File: config.mk
export PLATFORM = sky130hd
export DESIGN_NAME = playfair_cipher_engine
export DESIGN_NICKNAME = d
export VERILOG_FILES = /design/src/rtl/pfc_pkg.sv /design/src/rtl/pfc_ctrl.sv /design/src/rtl/pfc_datapath.sv /design/src/rtl/playfair_cipher_engine.sv
export SDC_FILE = /design/constraint.sdc
export NUM_CORES = 1
export LEC_CHECK = 0
export ABC_AREA = 1
export BUFFER_PORTS_ARGS = -buffer_cell sky130_fd_sc_hd__buf_2
export CORE_MARGIN = 4
export CORE_UTILIZATION = 30
export DETAILED_ROUTE_END_ITERATION = 10
export PLACE_DENSITY = 0.5
export RECOVER_POWER = 50
export SLEW_MARGIN = 10
export SYNTH_ARGS = -nofsm -noshare
export SYNTH_HDL_FRONTEND = slang
export SYNTH_HIERARCHICAL = 1
export SYNTH_SLANG_ARGS = --single-unit
File: constraint.sdc
create_clock -name clk_i -period 6.1 [get_ports clk_i]
set_input_delay 0 -clock clk_i [delete_from_list [all_inputs] [get_ports clk_i]]
set_output_delay 0 -clock clk_i [all_outputs]
set_load 0.005 [all_outputs]
File: src/rtl/pfc_pkg.sv
`default_nettype none

package pfc_pkg;

  localparam int GridDim    = 5;
  localparam int Cells      = GridDim * GridDim;
  localparam int NumLetters = 26;

  typedef logic [4:0] letter_t;  // letter index, A = 0
  typedef logic [4:0] cell_t;    // square cell, row-major
  typedef logic [2:0] coord_t;   // row or column

  localparam letter_t LetI = 5'd8;
  localparam letter_t LetJ = 5'd9;
  localparam letter_t LetQ = 5'd16;
  localparam letter_t LetX = 5'd23;
  localparam letter_t LetZ = 5'd25;

  localparam logic [7:0] ChUpA  = 8'h41;
  localparam logic [7:0] ChUpZ  = 8'h5A;
  localparam logic [7:0] ChLowA = 8'h61;
  localparam logic [7:0] ChLowZ = 8'h7A;
  localparam logic [7:0] CaseOffset = 8'h20;

  typedef enum logic [3:0] {
    S_IDLE,
    S_DISPATCH,
    S_KPLACE,
    S_FILL,
    S_TEVAL,
    S_PRD,
    S_PSQ,
    S_POUT1,
    S_POUT2
  } state_e;

  typedef enum logic [1:0] {
    PS_LET,
    PS_FILLER,
    PS_PAD
  } pair_sel_e;

  typedef enum logic [1:0] {
    OK_ERR,
    OK_FIRST,
    OK_SECOND
  } out_kind_e;

  typedef struct packed {
    logic      latch_in;
    logic      key_start;
    logic      key_place;
    logic      fill_step;
    logic      hold_let;
    logic      pair_rd;
    logic      clr_held;
    logic      sq_rd;
    logic      out_load;
    out_kind_e out_kind;
    logic      out_last;
    pair_sel_e pair_sel;
  } cmd_t;

  typedef struct packed {
    logic mode;
    logic last;
    logic key_loading;
    logic held_valid;
    logic is_letter;
    logic same;
    logic walk_done;
    logic out_free;
  } sts_t;

  // Cell of a letter in the plain square; J shares the cell of I.
  function automatic cell_t reset_pos(letter_t l);
    reset_pos = (l >= LetJ) ? cell_t'(l - 5'd1) : cell_t'(l);
  endfunction

  // Letter in a cell of the plain square.
  function automatic letter_t reset_sq(cell_t c);
    reset_sq = (c >= cell_t'(LetJ)) ? letter_t'(c + 5'd1) : letter_t'(c);
  endfunction

  function automatic coord_t cell_row(cell_t p);
    coord_t r;
    r = '0;
    for (int k = 1; k < GridDim; k++) begin
      if (int'(p) >= k * GridDim) r = coord_t'(k);
    end
    cell_row = r;
  endfunction

  function automatic coord_t cell_col(cell_t p);
    cell_col = coord_t'(int'(p) - int'(cell_row(p)) * GridDim);
  endfunction

  function automatic cell_t cell_idx(coord_t r, coord_t c);
    cell_idx = cell_t'(int'(r) * GridDim + int'(c));
  endfunction

  // Move one place along a row or column with wrap; back when dec is set.
  function automatic coord_t coord_step(coord_t v, logic dec);
    if (dec) coord_step = (v == '0) ? coord_t'(GridDim - 1) : coord_t'(v - 3'd1);
    else     coord_step = (v == coord_t'(GridDim - 1)) ? '0 : coord_t'(v + 3'd1);
  endfunction

endpackage

`default_nettype wire

File: src/rtl/pfc_ctrl.sv
`default_nettype none

module pfc_ctrl
  import pfc_pkg::*;
(
  input  wire  clk_i,
  input  wire  rst_ni,
  input  wire  in_valid_i,
  output logic in_ready_o,
  input  sts_t sts_i,
  output cmd_t cmd_o
);

  state_e    state_q, state_d;
  pair_sel_e sel_q, sel_d;
  logic      final_q, final_d;
  logic      pad_q, pad_d;

  always_ff @(posedge clk_i or negedge rst_ni) begin
    if (!rst_ni) begin
      state_q <= S_IDLE;
      sel_q   <= PS_LET;
      final_q <= 1'b0;
      pad_q   <= 1'b0;
    end else begin
      state_q <= state_d;
      sel_q   <= sel_d;
      final_q <= final_d;
      pad_q   <= pad_d;
    end
  end

  always_comb begin
    state_d    = state_q;
    sel_d      = sel_q;
    final_d    = final_q;
    pad_d      = pad_q;
    cmd_o      = '0;
    cmd_o.pair_sel = sel_q;
    in_ready_o = 1'b0;

    unique case (state_q)
      S_IDLE: begin
        in_ready_o = 1'b1;
        if (in_valid_i) begin
          cmd_o.latch_in = 1'b1;
          state_d = S_DISPATCH;
        end
      end
      S_DISPATCH: begin
        if (!sts_i.mode) begin
          cmd_o.key_start = !sts_i.key_loading;
          state_d = S_KPLACE;
        end else begin
          state_d = sts_i.key_loading ? S_FILL : S_TEVAL;
        end
      end
      S_KPLACE: begin
        cmd_o.key_place = 1'b1;
        state_d = sts_i.last ? S_FILL : S_IDLE;
      end
      S_FILL: begin
        cmd_o.fill_step = 1'b1;
        if (sts_i.walk_done) state_d = sts_i.mode ? S_TEVAL : S_IDLE;
      end
      S_TEVAL: begin
        if (!sts_i.is_letter) begin
          if (sts_i.out_free) begin
            cmd_o.out_load = 1'b1;
            cmd_o.out_kind = OK_ERR;
            cmd_o.out_last = !(sts_i.last && sts_i.held_valid);
            if (sts_i.last && sts_i.held_valid) begin
              sel_d = PS_PAD; final_d = 1'b1; pad_d = 1'b0;
              state_d = S_PRD;
            end else begin
              state_d = S_IDLE;
            end
          end
        end else if (!sts_i.held_valid) begin
          cmd_o.hold_let = 1'b1;
          if (sts_i.last) begin
            sel_d = PS_PAD; final_d = 1'b1; pad_d = 1'b0;
            state_d = S_PRD;
          end else begin
            state_d = S_IDLE;
          end
        end else if (sts_i.same) begin
          // doubled letter: filler pair, the letter stays held
          sel_d = PS_FILLER; final_d = !sts_i.last; pad_d = sts_i.last;
          state_d = S_PRD;
        end else begin
          sel_d = PS_LET; final_d = 1'b1; pad_d = 1'b0;
          state_d = S_PRD;
        end
      end
      S_PRD: begin
        cmd_o.pair_rd  = 1'b1;
        cmd_o.clr_held = (sel_q != PS_FILLER);
        state_d = S_PSQ;
      end
      S_PSQ: begin
        cmd_o.sq_rd = 1'b1;
        state_d = S_POUT1;
      end
      S_POUT1: begin
        if (sts_i.out_free) begin
          cmd_o.out_load = 1'b1;
          cmd_o.out_kind = OK_FIRST;
          state_d = S_POUT2;
        end
      end
      S_POUT2: begin
        if (sts_i.out_free) begin
          cmd_o.out_load = 1'b1;
          cmd_o.out_kind = OK_SECOND;
          cmd_o.out_last = final_q;
          if (pad_q) begin
            sel_d = PS_PAD; final_d = 1'b1; pad_d = 1'b0;
            state_d = S_PRD;
          end else begin
            state_d = S_IDLE;
          end
        end
      end
      default: state_d = S_IDLE;
    endcase
  end

endmodule

`default_nettype wire

File: src/rtl/pfc_datapath.sv
`default_nettype none

module pfc_datapath
  import pfc_pkg::*;
(
  input  wire        clk_i,
  input  wire        rst_ni,
  input  cmd_t       cmd_i,
  output sts_t       sts_o,
  input  wire        in_mode_i,
  input  wire  [7:0] in_byte_i,
  input  wire        in_last_i,
  input  wire        cfg_we_i,
  input  wire        cfg_decrypt_i,
  output logic       out_valid_o,
  input  wire        out_ready_i,
  output logic [6:0] out_letter_o,
  output logic       out_last_o,
  output logic       out_error_o
);

  // latched item
  logic       mode_q, last_q;
  logic [7:0] byte_q;

  logic                  decrypt_q;
  logic [NumLetters-1:0] seen_q;
  cell_t                 fill_q;
  logic                  key_loading_q;
  logic                  keyed_q;
  letter_t               held_q;
  logic                  held_valid_q;
  letter_t               walk_q;

  letter_t sq_mem  [Cells];
  cell_t   pos_mem [NumLetters];

  cell_t   pa_q, pb_q;
  letter_t la_q, lb_q;

  logic       out_valid_q, out_last_q, out_err_q;
  logic [6:0] out_letter_q;

  logic [7:0] key_up, key_diff, txt_diff;
  logic       key_is_let, txt_is_let;
  letter_t    key_let, txt_let, op_b, place_let;
  logic       place_en, do_place, walk_done, out_free;
  coord_t     r1, c1, r2, c2, nr1, nc1, nr2, nc2;
  cell_t      ia, ib;

  function automatic logic in_range(logic [7:0] v, logic [7:0] lo, logic [7:0] hi);
    in_range = (v >= lo) && (v <= hi);
  endfunction

  always_comb begin
    key_up     = (in_range(byte_q, ChLowA, ChLowZ)) ? byte_q - CaseOffset : byte_q;
    key_is_let = in_range(key_up, ChUpA, ChUpZ);
    key_diff   = key_up - ChUpA;
    key_let    = (letter_t'(key_diff[4:0]) == LetJ) ? LetI : letter_t'(key_diff[4:0]);
    txt_is_let = in_range(byte_q, ChUpA, ChUpZ);
    txt_diff   = byte_q - ChUpA;
    txt_let    = (letter_t'(txt_diff[4:0]) == LetJ) ? LetI : letter_t'(txt_diff[4:0]);
  end

  always_comb begin
    place_en  = 1'b0;
    place_let = walk_q;
    if (cmd_i.key_place) begin
      place_en  = key_is_let;
      place_let = key_let;
    end else if (cmd_i.fill_step) begin
      place_en  = (walk_q != LetJ);
    end
    do_place  = place_en && !seen_q[place_let] && (fill_q < cell_t'(Cells));
    walk_done = cmd_i.fill_step && (walk_q == letter_t'(NumLetters - 1));
  end

  always_comb begin
    case (cmd_i.pair_sel)
      PS_LET:    op_b = txt_let;
      PS_FILLER: op_b = (held_q == LetX) ? LetQ : LetX;
      default:   op_b = LetZ;
    endcase
  end

  // digraph rule on the two registered cells
  always_comb begin
    r1 = cell_row(pa_q);
    c1 = cell_col(pa_q);
    r2 = cell_row(pb_q);
    c2 = cell_col(pb_q);
    nr1 = r1; nc1 = c1; nr2 = r2; nc2 = c2;
    if (r1 == r2) begin
      nc1 = coord_step(c1, decrypt_q);
      nc2 = coord_step(c2, decrypt_q);
    end else if (c1 == c2) begin
      nr1 = coord_step(r1, decrypt_q);
      nr2 = coord_step(r2, decrypt_q);
    end else begin
      nc1 = c2;
      nc2 = c1;
    end
    ia = cell_idx(nr1, nc1);
    ib = cell_idx(nr2, nc2);
  end

  always_ff @(posedge clk_i) begin
    if (cmd_i.latch_in) begin
      mode_q <= in_mode_i;
      byte_q <= in_byte_i;
      last_q <= in_last_i;
    end
  end

  // square and position stores; until the first key ends they read as the plain square
  always_ff @(posedge clk_i) begin
    if (do_place) begin
      sq_mem[fill_q]     <= place_let;
      pos_mem[place_let] <= fill_q;
    end
    if (cmd_i.pair_rd) begin
      pa_q <= keyed_q ? pos_mem[held_q] : reset_pos(held_q);
      pb_q <= keyed_q ? pos_mem[op_b]   : reset_pos(op_b);
    end
    if (cmd_i.sq_rd) begin
      la_q <= keyed_q ? sq_mem[ia] : reset_sq(ia);
      lb_q <= keyed_q ? sq_mem[ib] : reset_sq(ib);
    end
  end

  always_ff @(posedge clk_i or negedge rst_ni) begin
    if (!rst_ni) begin
      decrypt_q     <= 1'b0;
      seen_q        <= '0;
      fill_q        <= '0;
      key_loading_q <= 1'b0;
      keyed_q       <= 1'b0;
      held_q        <= '0;
      held_valid_q  <= 1'b0;
      walk_q        <= '0;
    end else begin
      if (cfg_we_i) decrypt_q <= cfg_decrypt_i;
      if (cmd_i.latch_in) walk_q <= '0;
      if (cmd_i.key_start) begin
        seen_q        <= '0;
        fill_q        <= '0;
        held_q        <= '0;
        held_valid_q  <= 1'b0;
        key_loading_q <= 1'b1;
      end
      if (do_place) begin
        seen_q[place_let] <= 1'b1;
        fill_q            <= fill_q + 5'd1;
      end
      if (cmd_i.fill_step) begin
        walk_q <= walk_q + 5'd1;
        if (walk_done) begin
          key_loading_q <= 1'b0;
          keyed_q       <= 1'b1;
        end
      end
      if (cmd_i.hold_let) begin
        held_q       <= txt_let;
        held_valid_q <= 1'b1;
      end
      if (cmd_i.clr_held) held_valid_q <= 1'b0;
    end
  end

  assign out_free = !out_valid_q || out_ready_i;

  always_ff @(posedge clk_i or negedge rst_ni) begin
    if (!rst_ni) begin
      out_valid_q <= 1'b0;
    end else if (cmd_i.out_load) begin
      out_valid_q <= 1'b1;
    end else if (out_ready_i) begin
      out_valid_q <= 1'b0;
    end
  end

  always_ff @(posedge clk_i) begin
    if (cmd_i.out_load) begin
      out_last_q <= cmd_i.out_last;
      out_err_q  <= (cmd_i.out_kind == OK_ERR);
      case (cmd_i.out_kind)
        OK_FIRST:  out_letter_q <= 7'(la_q) + 7'(ChUpA);
        OK_SECOND: out_letter_q <= 7'(lb_q) + 7'(ChUpA);
        default:   out_letter_q <= '0;
      endcase
    end
  end

  assign out_valid_o  = out_valid_q;
  assign out_letter_o = out_letter_q;
  assign out_last_o   = out_last_q;
  assign out_error_o  = out_err_q;

  always_comb begin
    sts_o.mode        = mode_q;
    sts_o.last        = last_q;
    sts_o.key_loading = key_loading_q;
    sts_o.held_valid  = held_valid_q;
    sts_o.is_letter   = txt_is_let;
    sts_o.same        = (txt_let == held_q);
    sts_o.walk_done   = walk_done;
    sts_o.out_free    = out_free;
  end

endmodule

`default_nettype wire

File: src/rtl/playfair_cipher_engine.sv
// Channel   Dir  tdata             tuser    tlast
// s_axis    in   in_byte[7:0]      mode     in_last
// m_axis    out  out_letter[6:0]   out_err  out_last
// cfg       in   decrypt[0]        -        -
//
// An item is taken one at a time. A key byte is dispatched and placed; a key end
// adds a walk over the alphabet to complete the square. A text letter is either
// only held or closes a pair: a read of both positions, then a read of both square
// cells, then each output letter in turn through the output register. Both stores
// reset by a flag, not by a clearing pass. The output register stalls the
// sequencer only while a result waits on m_axis_tready.
`default_nettype none

module playfair_cipher_engine
  import pfc_pkg::*;
(
  input  wire        clk_i,
  input  wire        rst_ni,
  input  wire        s_axis_tvalid,
  output logic       s_axis_tready,
  input  wire  [7:0] s_axis_tdata,   // [7:0] in_byte
  input  wire        s_axis_tlast,
  input  wire        s_axis_tuser,   // [0] mode
  output logic       m_axis_tvalid,
  input  wire        m_axis_tready,
  output logic [7:0] m_axis_tdata,   // [6:0] out_letter, [7] zero
  output logic       m_axis_tlast,
  output logic       m_axis_tuser,   // [0] out_error
  input  wire        cfg_valid_i,
  output logic       cfg_ready_o,
  input  wire        cfg_data_i      // [0] decrypt
);

  cmd_t       cmd;
  sts_t       sts;
  logic [6:0] letter;

  assign cfg_ready_o = 1'b1;

  pfc_ctrl u_ctrl (
    .clk_i      (clk_i),
    .rst_ni     (rst_ni),
    .in_valid_i (s_axis_tvalid),
    .in_ready_o (s_axis_tready),
    .sts_i      (sts),
    .cmd_o      (cmd)
  );

  pfc_datapath u_dp (
    .clk_i         (clk_i),
    .rst_ni        (rst_ni),
    .cmd_i         (cmd),
    .sts_o         (sts),
    .in_mode_i     (s_axis_tuser),
    .in_byte_i     (s_axis_tdata),
    .in_last_i     (s_axis_tlast),
    .cfg_we_i      (cfg_valid_i),
    .cfg_decrypt_i (cfg_data_i),
    .out_valid_o   (m_axis_tvalid),
    .out_ready_i   (m_axis_tready),
    .out_letter_o  (letter),
    .out_last_o    (m_axis_tlast),
    .out_error_o   (m_axis_tuser)
  );

  assign m_axis_tdata = {1'b0, letter};

endmodule

`default_nettype wire

==> results.py, run 1 <==
metrics = {
    "run_status": {
        "status": "complete, but fails checks",
        "violations": "capacitance limit, slew limit",
    },
    "timing": {
        "period_needed_ps": 5671,
        "worst_slew_pin_slew_ps": 3194,
        "tns_ps": 0,
        "fin_skew_ps": 26.66,
        "relSlewSlack": -1.129,
        "rsz0062_at_grt": "false",
        "setup_viol": 0,
        "slew_viol_final": 249,
        "period_share": 0.9297,
        "finalHoldViolations": 0,
        "max_freq_mhz": 176.3,
    },
    "synthesis": {
        "synth_compound_area_frac": 0.1328,
        "synth_top_family_by_area": "simple AND/OR/NAND/NOR gates",
        "synth_seq_cells": 348,
        "yosysWarnings": 6,
        "synth_cell_types": 57,
        "synth_xor_area_frac": 0.008330,
        "synth_mux_area_frac": 0.0009947,
        "syn_inst": 2359,
        "ys_seq_area_frac": 0.5058,
        "synth.avg_cell_area_um2": 8.532,
        "synth-adder-area-share": 0.03630,
        "yosys.area_share.simple": 0.2371,
        "synth_area_um2": 20130,
        "syn-num-nets": 2431,
    },
    "final_layout": {
        "num-nets-final": 2464,
        "syn2layout_area_growth_pct": 13.86,
        "diodes": 0,
        "drive_gt1_frac": 0.09732,
        "stdcell_area_um2": 22920,
    },
    "floorplan": {
        "die_y_um": 267.0,
        "core_um2": 66100,
        "die_w_um": 267.0,
        "ios": 29,
        "start_util": 0.3045,
        "die_area_um2": 71300,
        "std_cell_rows": 94,
    },
    "detailed_routing": {
        "ant_nets": 0,
        "vias_per_cell": 5.164,
        "route.detailed.drc": 0,
        "drt_iter0_markers": 1573,
        "wire_per_inst_um": 18.72,
        "drt-total-wl_um": 61590,
        "first_pass_iters": 6,
        "num_vias": 16980,
    },
    "grt": {
        "grt_overflow": 0,
        "grt_max_degree": 66,
        "grt_pass1_vias": 16210,
        "antenna_found_initial": 0,
        "grt_pass1_wl_um": 94270,
        "grt_usage": 0.1696,
    },
    "clocking": {
        "cts_root_buffer": "clkbuf_16",
        "cts_buffer_depth": 3,
        "cts.clk_slew.worst_paths_ps": 60,
        "cts_sinks": 348,
        "cts_tree": "built",
        "h-tree-depth": 2,
        "insertion_delay_ps": 580,
        "numCtsBuffers": 41,
    },
    "critical_path": {
        "crit_path_start_kind": "register",
        "setup.worst_path.start": "u_dp/pa_q[2]$_DFFE_PP_",
        "worstPathArrival_ps": 5990,
        "r2r-start": "u_dp/pa_q[2]$_DFFE_PP_",
        "cp-end-kind": "register",
        "critPathKind": "reg2reg",
        "worst_ep_required_time_ps": 6420,
        "worstPathMaxFanout": 18,
    },
    "hold_path": {
        "min_from": "s_axis_tdata[6]",
        "hold_path.class": "in2reg",
    },
    "placement": {
        "gp_congestion": 0.8637,
        "placed_cell_area_um2": 21360,
        "hpwlAfterDp_um": 42710,
        "port_buffers": 26,
    },
    "job": {
        "drv_cap": 7,
    },
}
synthesized netlist by cell type, drive strengths merged:
library cell / instances / share of area
a21oi: 135 / 0.034
nand4: 22 / 0.0068
a211oi: 1 / 0.00037
dfrtp: 54 / 0.067
o211ai: 10 / 0.0037
nand2: 485 / 0.092
mux2i: 2 / 0.00099
clkinv: 3 / 0.00056
nor2: 183 / 0.044
o21ai: 288 / 0.072
o221ai: 7 / 0.0030
buf: 36 / 0.012
a32o: 6 / 0.0030
edfxtp: 294 / 0.44
and2: 2 / 0.00062
ha: 52 / 0.032
a32oi: 1 / 0.00044
inv: 261 / 0.049
nor3: 38 / 0.0097
a22oi: 2 / 0.00075
xor2: 13 / 0.0066
a221oi: 3 / 0.0013
clkbuf: 93 / 0.017
fa: 4 / 0.0040
conb: 2 / 0.00037
nand3b: 29 / 0.011
o22ai: 25 / 0.0078
a31oi: 5 / 0.0016
xnor2: 4 / 0.0017
or2: 9 / 0.0028
o21bai: 1 / 0.00037
a21boi: 1 / 0.00037
o41ai: 1 / 0.00044
o2111ai: 6 / 0.0026
o21a: 1 / 0.00037
nand3: 278 / 0.070
a31o: 1 / 0.00044
nor3b: 1 / 0.00037
path summary, 6_finish.rpt:
check / slack, ps / cells after the start / to
setup / recovery: 430 / 26 / u_dp/la_q[4]$_DFFE_PP_
hold / removal: 150 / 2 / u_dp/byte_q[6]$_DFFE_PP_
setup reg to reg: 430 / 26 / u_dp/la_q[4]$_DFFE_PP_
hold reg to reg: 490 / 2 / u_dp/seen_q[10]$_DFF_PN0_
max in group asynchronous: 2920 / 3 / u_dp/held_q[0]$_DFFE_PN0P_
min in group asynchronous: 1110 / 3 / u_dp/seen_q[14]$_DFF_PN0_
critical path, cell delays in order, from the launching register on:
cell and delay (ps):
edfxtp_1 430, nor2_1 80, nor2_2 200, inv_1 170
nand2_2 160, inv_1 100, ha_1 200, fa_1 410
xor2_1 190, nand3b_1 160, nand2_2 130, inv_1 100
nand2_1 100, nand3_1 170, inv_2 100, o21ai_0 400
ha_1 320, ha_1 330, fa_1 450, or2_2 300
nand2_1 80, buf_4 240, nand3_1 110, o21ai_0 140
nand3_1 140, nand3_1 110, nand2_1 80
registers in the layout, summed over array words and instances, names as in the netlist, 7 cells and up:
register / flops
u_dp/byte_q: 8
u_dp/out_letter_o: 7
u_dp/sq_mem: 125
u_dp/pos_mem: 130
u_dp/seen_q: 26
area by class of cell:
cell class / instances / area [um^2]
multi-input cells: 1618 / 8408
inverters: 264 / 999.7
well taps: 864 / 1081
clock inverters: 32 / 327.8
repair buffers: 119 / 872.1
clock buffers: 44 / 1047
flip-flops and latches: 348 / 10180
fillers: 6836 / 43180
stage by stage:
step,cells,utilization,hold WS (ps),setup WS (ps)
floorplan,2359,-,-295.6,477.9
global placement,3192,0.3231,176.9,323.8
detailed placement,3192,0.3231,178.4,163.2
CTS,3284,0.3464,107.9,134.9
global route,3289,0.3467,136.5,5.350
finish,3289,0.3467,147.8,428.8
placed cells by master (no fill, tap or decap), types with 50 or more instances in the layout:
cell / instances
dfrtp_1: 53
buf_4: 63
a21oi_1: 131
edfxtp_1: 294
nor2_1: 152
ha_1: 50
nand3_1: 276
nand2_1: 470
o21ai_0: 278
inv_1: 248
routing by layer:
| metal | share of wire | vias up | global-route usage |
|---|---|---|---|
| met2 | 0.47 | 603 | 0.2777 |
| li1 | - | 8142 | - |
| met5 | 0 | - | 0 |
| met1 | 0.43 | 8127 | 0.2262 |
| met4 | 0.034 | 0 | 0.06639 |
| met3 | 0.063 | 112 | 0.02710 |
timing repair:
| item | 4_1_cts | 5_1_grt |
|---|---|---|
| endpoints found under the setup margin | 0 | 10 |
| hold buffers | 16 | 0 |
| gates resized for setup | 0 | 12 |
| buffers inserted | 0 | 5 |
| hold endpoints to repair | 69 | 0 |
kinds of logic after synthesis:
group / after synthesis
AO/OA/AOI/OAI: 494
XOR/XNOR: 17
adder cells (fa/ha/maj): 56
buffers and inverters: 393
flip-flops: 348
multiplexers: 2
other: 2
AND/OR/NAND/NOR: 1047
Power of run 1 is left out: the tool's default activity adds up to more than one toggle a clock period on the data nets, which glitch-free logic cannot reach.
==> run 2: changes to the inputs <==
--- a/config.mk
+++ b/config.mk
@@ -7,10 +7,12 @@
 export LEC_CHECK = 0
 export ABC_AREA = 1
 export BUFFER_PORTS_ARGS = -buffer_cell sky130_fd_sc_hd__buf_2
+export CELL_PAD_IN_SITES_DETAIL_PLACEMENT = 2
+export CELL_PAD_IN_SITES_GLOBAL_PLACEMENT = 2
 export CORE_MARGIN = 4
 export CORE_UTILIZATION = 30
 export DETAILED_ROUTE_END_ITERATION = 10
-export PLACE_DENSITY = 0.5
+export PLACE_DENSITY = 0.72
 export RECOVER_POWER = 50
 export SLEW_MARGIN = 10
 export SYNTH_ARGS = -nofsm -noshare
==> constraint.sdc (replaced) <==
create_clock -name clk_i -period 5.11 [get_ports clk_i]
set_input_delay 0 -clock clk_i [delete_from_list [all_inputs] [get_ports clk_i]]
set_output_delay 0 -clock clk_i [all_outputs]
set_load 0.005 [all_outputs]
==> results.py, run 2 (synthesized netlist as in run 1, its figures left out) <==
metrics = {
    "run_status": {
        "status": "complete, but fails checks",
        "violations": "capacitance limit, slew limit, setup timing",
    },
    "floorplan": {
        "die_area_um2": 71300,
        "die_y_um": 267.0,
        "ios": 29,
        "die_w_um": 267.0,
        "start_util": 0.3045,
        "std_cell_rows": 94,
        "core_um2": 66100,
    },
    "timing": {
        "period_needed_ps": 5404,
        "slew_viol_final": 220,
        "relSlewSlack": -1.385,
        "fin_skew_ps": 38.34,
        "period_share": 1.057,
        "worst_slew_pin_slew_ps": 3577,
        "rsz0062_at_grt": "true",
        "max_freq_mhz": 185.1,
        "finalHoldViolations": 0,
        "worst_slack_ps": -293.7,
        "setup_viol": 10,
    },
    "critical_path": {
        "max_stage_delay_ps": 620,
        "worst_ep_required_time_ps": 5570,
        "r2r-start": "u_dp/pa_q[2]$_DFFE_PP_",
        "crit_path_start_kind": "register",
        "reg2reg_slack_ps": -290,
        "cp-end-kind": "register",
        "worstPathMaxFanout": 4,
        "setup.worst_path.start": "u_dp/pa_q[2]$_DFFE_PP_",
        "critPathKind": "reg2reg",
        "slowest_stage": "fa_2",
        "worstPathArrival_ps": 5870,
    },
    "final_layout": {
        "multi_input_area_um2": 8865,
        "register_area_um2": 10180,
        "syn2layout_area_growth_pct": 21.68,
        "num-nets-final": 2579,
        "drive_gt1_frac": 0.1747,
        "fill_cells": 7368,
        "final_common_cell": "nand2_1",
        "mostFrequentLayoutCells": "nand2_1, edfxtp_1, o21ai_0, nand3_1, inv_1",
        "final_util": 0.3705,
        "diodes": 0,
        "regMostFlops": "u_dp/pos_mem",
        "reg_top3": "u_dp/pos_mem x130, u_dp/sq_mem x125, u_dp/seen_q x26",
        "largest_register_ff_count": 130,
    },
    "grt": {
        "grt_max_degree": 68,
        "antenna_found_initial": 0,
        "grt_usage": 0.2197,
        "grt_pass1_vias": 19890,
        "grt_pass1_wl_um": 121000,
        "grt_overflow": 0,
    },
    "detailed_routing": {
        "dr_wl_met3_um": 3176,
        "drt_iter0_markers": 1296,
        "drt-met1-wl_um": 34980,
        "maxUsedRoutingLayer": "met4",
        "num_vias": 18470,
        "drt-total-wl_um": 82180,
        "first_pass_iters": 5,
        "wl_met2_um": 40530,
        "route.detailed.drc": 0,
        "ant_nets": 0,
        "vias_per_cell": 5.425,
        "wire_per_inst_um": 24.14,
    },
    "job": {
        "drv_cap": 7,
    },
    "placement": {
        "gp_congestion": 0.8439,
        "hpwlAfterDp_um": 54340,
        "port_buffers": 26,
    },
    "hold_path": {
        "min_from": "s_axis_tdata[4]",
        "hold_path.class": "in2reg",
    },
    "clocking": {
        "insertion_delay_ps": 600,
        "cts.clk_slew.worst_paths_ps": 60,
        "cts_root_buffer": "clkbuf_16",
        "numCtsBuffers": 44,
        "cts_sinks": 348,
        "h-tree-depth": 2,
        "cts_tree": "built",
        "cts_buffer_depth": 3,
    },
}
## run 2: cell count changes in the layout (fill, tap and decap cells not counted), sizes merged
| cell | change |
|---|---|
| clkinv | -4 |
| clkbuf | +18 |
| bufbuf | +1 |
| dlygate4sd3 | -1 |
| nand2 | +1 |
| inv | -1 |
| bufinv | -2 |
| clkinvlp | -2 |
| buf | +106 |
## run 2: area by class of cell
type | instances | share of cell area
Clock inverter | 23 | 0.009809
Tap cell | 864 | 0.04414
Multi-Input combinational cell | 1619 | 0.3620
Inverter | 264 | 0.04123
Sequential cell | 348 | 0.4157
Timing Repair Buffer | 230 | 0.07725
Clock buffer | 57 | 0.04986
## run 2: stage by stage
step	cells	setup slack, ps	setup TNS, ps	hold WS [ps]	area (um^2)
floorplan	2359	14.27	0	-295.6	20190
global placement	3265	-56.67	-128.9	182.0	21980
detailed placement	3265	-445.4	-3530	180.3	21980
CTS	3378	2.083	0	103.7	23980
global route	3405	-480.0	-3827	127.4	24490
finish	3405	-293.7	-1819	130.9	24490
## run 2: worst paths after layout
kind,end,depth (start not counted)
max in group asynchronous,u_dp/held_q[0]$_DFFE_PN0P_,3
max reg2reg,u_dp/lb_q[2]$_DFFE_PP_,30
min,u_dp/byte_q[4]$_DFFE_PP_,2
min reg2reg,u_dp/seen_q[6]$_DFF_PN0_,2
min in group asynchronous,u_dp/walk_q[3]$_DFFE_PN0P_,3
max,u_dp/lb_q[2]$_DFFE_PP_,30
## run 2: critical path, delay by kind of cell (launching register included)
| kind | cells | cell delay (ps) |
|---|---|---|
| AOI/OAI and AO/OA | 2 | 670 |
| adders and majority gates | 5 | 1680 |
| xor gates and xnor gates | 1 | 200 |
| and+or+nand+nor | 14 | 1410 |
| buffers and inverters | 8 | 860 |
| DFF | 1 | 480 |
## run 2: per-layer routing
| layer | GRT usage | vias to the layer above |
|---|---|---|
| li1 | - | 8376 |
| met2 | 0.3838 | 434 |
| met1 | 0.2775 | 9480 |
| met3 | 0.02673 | 181 |
| met5 | 0 | - |
| met4 | 0.08695 | 0 |
## run 2: repair_timing
action,in CTS,in global routing
hold endpoints to repair,78,0
hold buffers,15,0
cloned,3,3
gates resized for setup,59,87
setup endpoints to repair,10,10
buffers inserted,15,25
pin swaps,32,62
Power of run 2 is left out for the same reason.
